===== src/bba_pkg.sv =====
// shared types, constants and search functions for the bitmap block allocator
// no dependencies

package bba_pkg;

	localparam int NUM_BLOCKS = 1024;   // multiple of WORD_W
	localparam int WORD_W     = 32;
	localparam int NUM_WORDS  = NUM_BLOCKS / WORD_W;
	localparam int ADDR_W     = $clog2(NUM_WORDS);
	localparam int BIT_W      = $clog2(WORD_W);
	localparam int POS_W      = ADDR_W + BIT_W;
	localparam int BLK_W      = 16;
	localparam int CNT_W      = 11;
	localparam int STAT_W     = 2;
	localparam int M_TDATA_W  = 32;

	typedef logic [WORD_W-1:0] word_t;

	typedef enum logic [STAT_W-1:0] {
		STAT_OK        = 2'd0,
		STAT_FULL      = 2'd1,
		STAT_NOT_ALLOC = 2'd2,
		STAT_RANGE     = 2'd3
	} status_t;

	typedef enum logic {
		ACT_ALLOC = 1'b0,
		ACT_FREE  = 1'b1
	} action_t;

	typedef struct packed {
		logic              re;
		logic [ADDR_W-1:0] raddr;
		logic              we;
		logic [ADDR_W-1:0] waddr;
		word_t             wdata;
	} ram_req_t;

	typedef struct packed {
		logic [BLK_W-1:0] granted;
		logic [CNT_W-1:0] free_count;
		status_t          status;
	} result_t;

	// lowest clear bit of a bitmap word
	function automatic logic [BIT_W-1:0] first_free_bit(word_t v);
		logic [BIT_W-1:0] idx;
		idx = '0;
		for (int i = WORD_W - 1; i >= 0; i--) begin
			if (!v[i]) begin
				idx = BIT_W'(i);
			end
		end
		return idx;
	endfunction

	// lowest word that still has a clear bit
	function automatic logic [ADDR_W-1:0] first_free_word(logic [NUM_WORDS-1:0] full);
		logic [ADDR_W-1:0] idx;
		idx = '0;
		for (int i = NUM_WORDS - 1; i >= 0; i--) begin
			if (!full[i]) begin
				idx = ADDR_W'(i);
			end
		end
		return idx;
	endfunction

endpackage


===== src/bba_map_ram.sv =====
// bitmap word memory, one write and one registered read port per cycle
// depends on bba_pkg; rows never written read as all clear

module bba_map_ram (
	input  logic              clk,
	input  logic              arst_n,
	input  bba_pkg::ram_req_t req,
	output bba_pkg::word_t    rdata
);
	import bba_pkg::*;

	word_t                mem [NUM_WORDS];
	logic [NUM_WORDS-1:0] row_valid_q;
	word_t                rdata_q;
	logic                 rvalid_q;

	always_ff @(posedge clk) begin
		if (req.we) begin
			mem[req.waddr] <= req.wdata;
		end
		if (req.re) begin
			rdata_q <= mem[req.raddr];
		end
	end

	always_ff @(posedge clk or negedge arst_n) begin
		if (!arst_n) begin
			row_valid_q <= '0;
			rvalid_q    <= 1'b0;
		end else begin
			if (req.we) begin
				row_valid_q[req.waddr] <= 1'b1;
			end
			if (req.re) begin
				rvalid_q <= row_valid_q[req.raddr];
			end
		end
	end

	assign rdata = rvalid_q ? rdata_q : '0;

endmodule


===== src/bba_ctrl.sv =====
// request sequencer: read, modify and write back one bitmap word per request
// depends on bba_pkg and drives bba_map_ram

module bba_ctrl (
	input  logic                       clk,
	input  logic                       arst_n,
	input  logic                       req_valid,
	output logic                       req_ready,
	input  bba_pkg::action_t           req_action,
	input  logic [bba_pkg::BLK_W-1:0]  req_block,
	input  logic [bba_pkg::BLK_W-1:0]  base,
	output bba_pkg::ram_req_t          ram_req,
	input  bba_pkg::word_t             ram_rdata,
	output logic                       res_valid,
	input  logic                       res_ready,
	output bba_pkg::result_t           res
);
	import bba_pkg::*;

	typedef enum logic [1:0] {S_IDLE, S_READ, S_MODIFY, S_DONE} state_t;

	localparam logic [BLK_W:0] LIMIT = (BLK_W + 1)'(NUM_BLOCKS);

	state_t               state_q;
	action_t              action_q;
	logic [BLK_W-1:0]     block_q;
	logic [NUM_WORDS-1:0] word_full_q;
	logic [CNT_W-1:0]     count_q;
	result_t              result_q;

	logic [ADDR_W-1:0]    addr_s1;
	logic [BIT_W-1:0]     bit_s1;
	logic                 range_err_s1;
	logic                 none_free_s1;

	logic [BLK_W:0]       diff;
	logic [POS_W-1:0]     free_pos;
	logic [ADDR_W-1:0]    rd_addr;
	logic [BIT_W-1:0]     alloc_bit;
	word_t                alloc_word;
	word_t                free_word;
	logic [BLK_W-1:0]     grant_sum;

	assign diff     = {1'b0, block_q} - {1'b0, base};
	assign free_pos = diff[POS_W-1:0];
	assign rd_addr  = (action_q == ACT_ALLOC) ? first_free_word(word_full_q)
	                                          : free_pos[POS_W-1:BIT_W];

	assign alloc_bit  = first_free_bit(ram_rdata);
	assign alloc_word = ram_rdata | (word_t'(1) << alloc_bit);
	assign free_word  = ram_rdata & ~(word_t'(1) << bit_s1);
	assign grant_sum  = BLK_W'({addr_s1, alloc_bit}) + base;

	always_comb begin
		ram_req       = '0;
		ram_req.re    = (state_q == S_READ);
		ram_req.raddr = rd_addr;
		ram_req.waddr = addr_s1;
		if (state_q == S_MODIFY) begin
			if (action_q == ACT_ALLOC) begin
				ram_req.we    = !none_free_s1;
				ram_req.wdata = alloc_word;
			end else begin
				ram_req.we    = !range_err_s1 && ram_rdata[bit_s1];
				ram_req.wdata = free_word;
			end
		end
	end

	assign req_ready = (state_q == S_IDLE);
	assign res_valid = (state_q == S_DONE);
	assign res       = result_q;

	always_ff @(posedge clk or negedge arst_n) begin
		if (!arst_n) begin
			state_q     <= S_IDLE;
			word_full_q <= '0;
			count_q     <= CNT_W'(NUM_BLOCKS);
		end else begin
			case (state_q)
				S_IDLE: begin
					if (req_valid) begin
						state_q <= S_READ;
					end
				end
				S_READ: begin
					state_q <= S_MODIFY;
				end
				S_MODIFY: begin
					state_q <= S_DONE;
					if (action_q == ACT_ALLOC) begin
						if (!none_free_s1) begin
							count_q              <= count_q - CNT_W'(1);
							word_full_q[addr_s1] <= &alloc_word;
						end
					end else if (!range_err_s1 && ram_rdata[bit_s1]) begin
						count_q              <= count_q + CNT_W'(1);
						word_full_q[addr_s1] <= 1'b0;
					end
				end
				S_DONE: begin
					if (res_ready) begin
						state_q <= S_IDLE;
					end
				end
				default: begin
					state_q <= S_IDLE;
				end
			endcase
		end
	end

	// request and per-stage payload
	always_ff @(posedge clk) begin
		if (state_q == S_IDLE && req_valid) begin
			action_q <= req_action;
			block_q  <= req_block;
		end
		if (state_q == S_READ) begin
			addr_s1      <= rd_addr;
			bit_s1       <= free_pos[BIT_W-1:0];
			range_err_s1 <= (diff >= LIMIT);
			none_free_s1 <= &word_full_q;
		end
		if (state_q == S_MODIFY) begin
			if (action_q == ACT_ALLOC) begin
				if (none_free_s1) begin
					result_q.status     <= STAT_FULL;
					result_q.granted    <= '0;
					result_q.free_count <= count_q;
				end else begin
					result_q.status     <= STAT_OK;
					result_q.granted    <= grant_sum;
					result_q.free_count <= count_q - CNT_W'(1);
				end
			end else if (range_err_s1) begin
				result_q.status     <= STAT_RANGE;
				result_q.granted    <= '0;
				result_q.free_count <= count_q;
			end else if (!ram_rdata[bit_s1]) begin
				result_q.status     <= STAT_NOT_ALLOC;
				result_q.granted    <= '0;
				result_q.free_count <= count_q;
			end else begin
				result_q.status     <= STAT_OK;
				result_q.granted    <= '0;
				result_q.free_count <= count_q + CNT_W'(1);
			end
		end
	end

endmodule


===== src/bitmap_block_allocator_unit.sv =====
// top level of the bitmap block allocator: stream ports, base register, output register
// depends on bba_pkg, bba_map_ram and bba_ctrl

// First-fit block allocator over a bitmap of 1024 data blocks. Each input beat is
// either an allocate (s_tuser = 0), which takes the lowest free block and returns
// its absolute number (bitmap position plus base_block, wrapped to 16 bits), or a
// free (s_tuser = 1) of the absolute block in s_tdata. Every beat yields exactly one
// result beat carrying the granted block, the free count after the request and a
// status: ok, full, block was not allocated, or block out of range. The bitmap sits
// in a 32 x 32-bit memory with a registered read port, and a per-word "full" flag
// in flip-flops points the allocate search at the right word. A request passes
// through accept, memory read, modify and write back, and hand-off to the output
// register. The next beat is accepted while a result waits in the output register.
// Rows of the memory carry valid bits cleared by reset, so there is no clearing pass
// and the block is ready right after reset. Write base_block only while idle.

module bitmap_block_allocator_unit (
	input  logic        clk,
	input  logic        arst_n,
	// configuration
	input  logic        cfg_wr_en,
	input  logic [15:0] cfg_wr_data,    // base_block
	// request stream
	input  logic        s_tvalid,
	output logic        s_tready,
	input  logic [15:0] s_tdata,        // [15:0] block_number
	input  logic [0:0]  s_tuser,        // [0] action
	// result stream
	output logic        m_tvalid,
	input  logic        m_tready,
	output logic [31:0] m_tdata,        // [15:0] granted_block, [26:16] free_count, zero above
	output logic [1:0]  m_tuser         // [1:0] status
);
	import bba_pkg::*;

	logic [BLK_W-1:0] base_q;
	ram_req_t         ram_req;
	word_t            ram_rdata;
	logic             res_valid;
	logic             res_ready;
	result_t          res;
	logic             out_valid_q;
	result_t          out_q;

	// base block register; the user must write it only while the unit is idle, the block itself does not enforce this
	always_ff @(posedge clk or negedge arst_n) begin
		if (!arst_n) begin
			base_q <= '0;
		end else if (cfg_wr_en) begin
			base_q <= cfg_wr_data;
		end
	end

	bba_map_ram u_ram (
		.clk    (clk),
		.arst_n (arst_n),
		.req    (ram_req),
		.rdata  (ram_rdata)
	);

	bba_ctrl u_ctrl (
		.clk        (clk),
		.arst_n     (arst_n),
		.req_valid  (s_tvalid),
		.req_ready  (s_tready),
		.req_action (action_t'(s_tuser[0])),
		.req_block  (s_tdata),
		.base       (base_q),
		.ram_req    (ram_req),
		.ram_rdata  (ram_rdata),
		.res_valid  (res_valid),
		.res_ready  (res_ready),
		.res        (res)
	);

	// output register decouples the sequencer from a stalled consumer
	assign res_ready = !out_valid_q || m_tready;

	always_ff @(posedge clk or negedge arst_n) begin
		if (!arst_n) begin
			out_valid_q <= 1'b0;
		end else if (res_ready) begin
			out_valid_q <= res_valid;
		end
	end

	always_ff @(posedge clk) begin
		if (res_valid && res_ready) begin
			out_q <= res;
		end
	end

	assign m_tvalid = out_valid_q;
	assign m_tdata  = {(M_TDATA_W - CNT_W - BLK_W)'(0), out_q.free_count, out_q.granted};
	assign m_tuser  = out_q.status;

	// a result handed over always shows up on the result port next cycle
	a_handoff: assert property (@(posedge clk) disable iff (!arst_n)
		(res_valid && res_ready) |=> m_tvalid)
		else $error("result lost between sequencer and output register");

	// an accepted request keeps the unit busy for the next cycle
	a_busy: assert property (@(posedge clk) disable iff (!arst_n)
		(s_tvalid && s_tready) |=> !s_tready)
		else $error("request taken while previous one still in flight");

	// a full report means nothing is free and nothing was granted
	a_full: assert property (@(posedge clk) disable iff (!arst_n)
		(m_tvalid && out_q.status == STAT_FULL) |->
			(out_q.free_count == '0 && out_q.granted == '0))
		else $error("full status with free blocks or a grant");

	// free count can never exceed the bitmap size
	a_count: assert property (@(posedge clk) disable iff (!arst_n)
		m_tvalid |-> (out_q.free_count <= CNT_W'(NUM_BLOCKS)))
		else $error("free count above bitmap size");

endmodule


===== config.mk =====
export PLATFORM = sky130hd
export DESIGN_NAME = bitmap_block_allocator_unit
export DESIGN_NICKNAME = d
export VERILOG_FILES = /design/src/bba_pkg.sv /design/src/bba_map_ram.sv /design/src/bba_ctrl.sv /design/src/bitmap_block_allocator_unit.sv
export SDC_FILE = /design/constraint.sdc
export NUM_CORES = 2
export LEC_CHECK = 0
export ABC_AREA = 1
export ABC_CLOCK_PERIOD_IN_PS = 5700
export BUFFER_PORTS_ARGS = -buffer_cell sky130_fd_sc_hd__buf_2
export CAP_MARGIN = 30
export CORE_UTILIZATION = 50
export CTS_BUF_LIST = sky130_fd_sc_hd__clkbuf_2 sky130_fd_sc_hd__clkbuf_4 sky130_fd_sc_hd__clkbuf_8
export DETAILED_ROUTE_END_ITERATION = 10
export PLACE_DENSITY = 0.73
export SLEW_MARGIN = 15
export SYNTH_ARGS = -nofsm -noshare
export SYNTH_HDL_FRONTEND = slang
export SYNTH_SLANG_ARGS = --single-unit

===== constraint.sdc =====
create_clock -name clk -period 5.7 [get_ports clk]
set_input_delay 0.285 -clock clk [delete_from_list [all_inputs] [get_ports clk]]
set_output_delay 0.285 -clock clk [all_outputs]
set_load 0.05 [all_outputs]

==> flow_summary.yaml <==
clock_tree:
  clock-root-buffer: "clkbuf_8"
  cts.clk_slew.worst_paths_ns: 0.07
  post_cts_buffers: 0
  cts.hold.buffers_added: 68
  htree_levels: 4
  worstSkewPairLatency_ns: 0.94
  clockBufferDepth: 3
  numClockSinks: 1238
  cts_buffers: 197
  cts_resized: 0
  tritoncts: "built"
timing:
  fin_skew_ns: 0.0682
  finalSetupViolCount: 0
  clock.fmax_mhz: 194
  fin_crit_ns: 5.14
  worst_pin_slew_ns: 0.956
  relSlewSlack_pct: 36.2
  slew_viol_final: 0
  setup_tns_ns: 0
  rsz0062_at_grt: "no"
  final_hold_viol_count: 0
  period_share_pct: 90.2
  fin_hold_ws_ns: 0.0879
grt:
  grt_usage_pct: 26.9
  overflow: 0
  grt_pass1_wl_mm: 217
  grt_pass1_vias: 35430
  antenna_found_initial: 4
  grt_max_degree: 166
outcome:
  status: "complete, no violations"
floorplan:
  rows: 119
  ioPinCount: 74
  dieArea_mm2: 0.107
  core_area_mm2: 0.105
  start_util_pct: 50.4
  die_w_um: 328
  dieHeight_um: 328
final_layout:
  nets: 4919
  final_cell_area_mm2: 0.0599
  drive_gt1_share_pct: 11.7
  nFillCells: 8423
  final_cells: 6400
  syn_to_final_growth_pct: 12.9
power_and_ir_drop:
  finalPower_mw: 25.3
  switching_power_mw: 8.81
  seq_power_share_pct: 44.5
  combPwrFrac_pct: 26.2
  clkPwrFrac_pct: 29.3
  ir_worst_vdd_uv: 324
  leakagePower_nw: 22.6
  intPower_mw: 16.5
  power.density_mw_per_mm2: 423
  swShare_pct: 34.8
worst_setup_path:
  cp_max_fo: 26
  worstReg2RegStart: "u_ctrl.bit_s1[0]$_DFFE_PN_"
  reg2reg_depth: 18
  crit_path_end: "u_ram.mem[12][16]$_DFFE_PP_"
  reg2reg_slack_ns: 0.56
  reg2reg_to: "u_ram.mem[12][16]$_DFFE_PP_"
  crit_path_start: "u_ctrl.bit_s1[0]$_DFFE_PN_"
  path_class: "reg -> reg"
  arrival_ns: 5.76
  endpoint_kind: "register"
  required_ns: 6.31
  start_kind: "register"
synthesis:
  synthArstFlopShare_pct: 7.67
  yosysUniqueCellTypes: 55
  synth_enable_flop_cells: 1143
  yosys.area.top_type: "edfxtp_1"
  ys_warn_count: 0
  netlist_area_mm2: 0.0531
  ys_ff_latch: 1238
  ys.flop_type: "edfxtp_1"
  avgSynthCellArea_um2: 11.4
  yosysTopAreaCellShare_pct: 64.7
  synthTopCellsByArea: "edfxtp_1, o21ai_0, nand2_1, dfrtp_1, inv_1"
  syn_inst: 4658
  yosysSeqAreaShare_pct: 69.2
min_path:
  min_path_type: "in -> reg"
  hold_start: "s_tdata[6]"
drt:
  wl_mm: 146
  firstDrtPassIters: 8
  vias: 37401
  ant_nets: 0
  drt-wirelength-per-cell_um: 22.8
  remaining_drc_errors: 0
  drt_iter0_markers: 4486
  viasPerCell: 5.84
placed_design:
  placed_cells_incl_taps: 5972
  post_dp_cell_area_mm2: 0.0553
  place.gp.congestion: 0.968
  port_buffers: 68
  place_hpwl_mm: 82.4
run:
  max_cap_violations: 0
==> layout by cell type (no fill, tap or decap), drive strengths merged, types with 41 or more instances in the layout <==
cell type    synthesis  layout
nand3              288     288
o21ai              627     627
a21oi              329     329
dlygate4sd3          0      67
nand2              642     642
buf                116     204
inv                473     483
nand4               41      41
edfxtp            1143    1143
clkinv               8     100
o211ai             233     233
dfrtp               94      94
clkbuf             167     248
nor2               359     359
==> sequential cells by signal (all words and copies together) (netlist names), 5 cells and up <==
name / flops
m_tdata: 27
base_q: 16
u_ctrl.word_full_q: 32
u_ctrl.bit_s1: 5
u_ram.mem: 1024
u_ctrl.block_q: 16
u_ctrl.count_q: 11
u_ctrl.res: 29
u_ctrl.addr_s1: 5
u_ram.rdata_q: 32
u_ram.row_valid_q: 32
==> logic make-up (layout without fill, tap and decap cells) <==
kind of cell    Yosys count  after routing  share of synthesized area, %
compound gates         1232           1232                          13.0
xor+xnor                 22             22                         0.363
fa+ha+maj                32             32                         0.769
buf+inv                 764           1108                          5.91
flops                  1238           1238                          69.2
mux                       2              2                        0.0424
other cells               1              8                       0.00707
simple gates           1367           1367                          10.8
==> cell type report <==
class	instances	area (um^2)	area share (%)
clock inverters	108	728	1.22
flip-flops and latches	1238	36700	61.3
inverters	481	1820	3.04
well taps	1391	1740	2.91
diodes	3	7.51	0.0125
repair buffers	271	2390	3.99
multi-input cells	2660	13400	22.4
clock buffers	248	3110	5.20
==> metal layers <==
| layer | part of all wire, % | track usage [%] | vias up |
|---|---|---|---|
| li1 | - | - | 16942 |
| met1 | 40 | 36.3 | 18168 |
| met2 | 47 | 43.1 | 1993 |
| met3 | 9.9 | 5.14 | 294 |
| met4 | 3.3 | 10.5 | 4 |
| met5 | 0.014 | 0 | - |
==> synthesized netlist by cell type, types with 5 or more instances <==
master and number:
nand3_1 286, nor2_1 352, o221ai_1 7, nor2_2 7, xor2_1 17, buf_1 30, o21a_1 5, clkinv_1 8
dfrtp_1 94, inv_1 470, xnor2_1 5, nor3_1 21, a21oi_1 326, or2_2 6, nand2_2 5, buf_6 21
nand4_1 41, o21ai_0 511, edfxtp_1 1143, o211ai_1 233, nand2_1 636, clkbuf_1 163, o21ai_1 115, buf_4 9
ha_1 31, buf_2 56
==> power by group through the flow <==
stage / registers [mW] / logic, mW / clock network [mW]
2_1_floorplan: 11.5 / 4.22 / 0
3_3_place_gp: 11.4 / 6.35 / 0
3_5_place_dp: 11.4 / 6.48 / 0
4_1_cts: 11.2 / 6.55 / 7.52
5_1_grt: 11.3 / 7.23 / 7.89
6_report: 11.3 / 6.64 / 7.43
==> how the worst min path moves through the flow <==
stage | cells past startpoint | to | slack (ns)
floorplan | 0 | base_q[0]$_DFFE_PN0P_ | -0.01
global placement | 1 | u_ctrl.count_q[8]$_DFFE_PN0P_ | 0.27
detailed placement | 1 | u_ctrl.count_q[8]$_DFFE_PN0P_ | 0.27
CTS | 2 | u_ctrl.block_q[9]$_DFFE_PP_ | 0.03
global route | 2 | u_ctrl.block_q[6]$_DFFE_PP_ | 0.09
finish | 2 | u_ctrl.block_q[6]$_DFFE_PP_ | 0.09
==> through the flow <==
step	utilization, %	setup WS (ns)
2_1_floorplan	-	0.792
3_3_place_gp	52.3	0.709
3_5_place_dp	52.6	0.715
4_1_cts	56.9	0.678
5_1_grt	56.9	0.260
6_report	56.9	0.556
==> worst max-delay path: stages (launching register included) <==
cell	delay (ns)
edfxtp_1	0.42
nor2_1	0.68
inv_1	0.32
o22ai_1	0.19
a21oi_1	0.06
o211ai_1	0.08
nand3_1	0.09
nand3_1	0.14
nand2_1	0.17
nand2_1	0.16
inv_1	0.20
nor2_1	0.20
nor2_1	0.09
nand2_1	0.11
clkinv_1	0.67
buf_4	0.44
nand2_1	0.15
inv_2	0.31
buf_4	0.35
No activity file was read; power rests on OpenSTA's default activity.
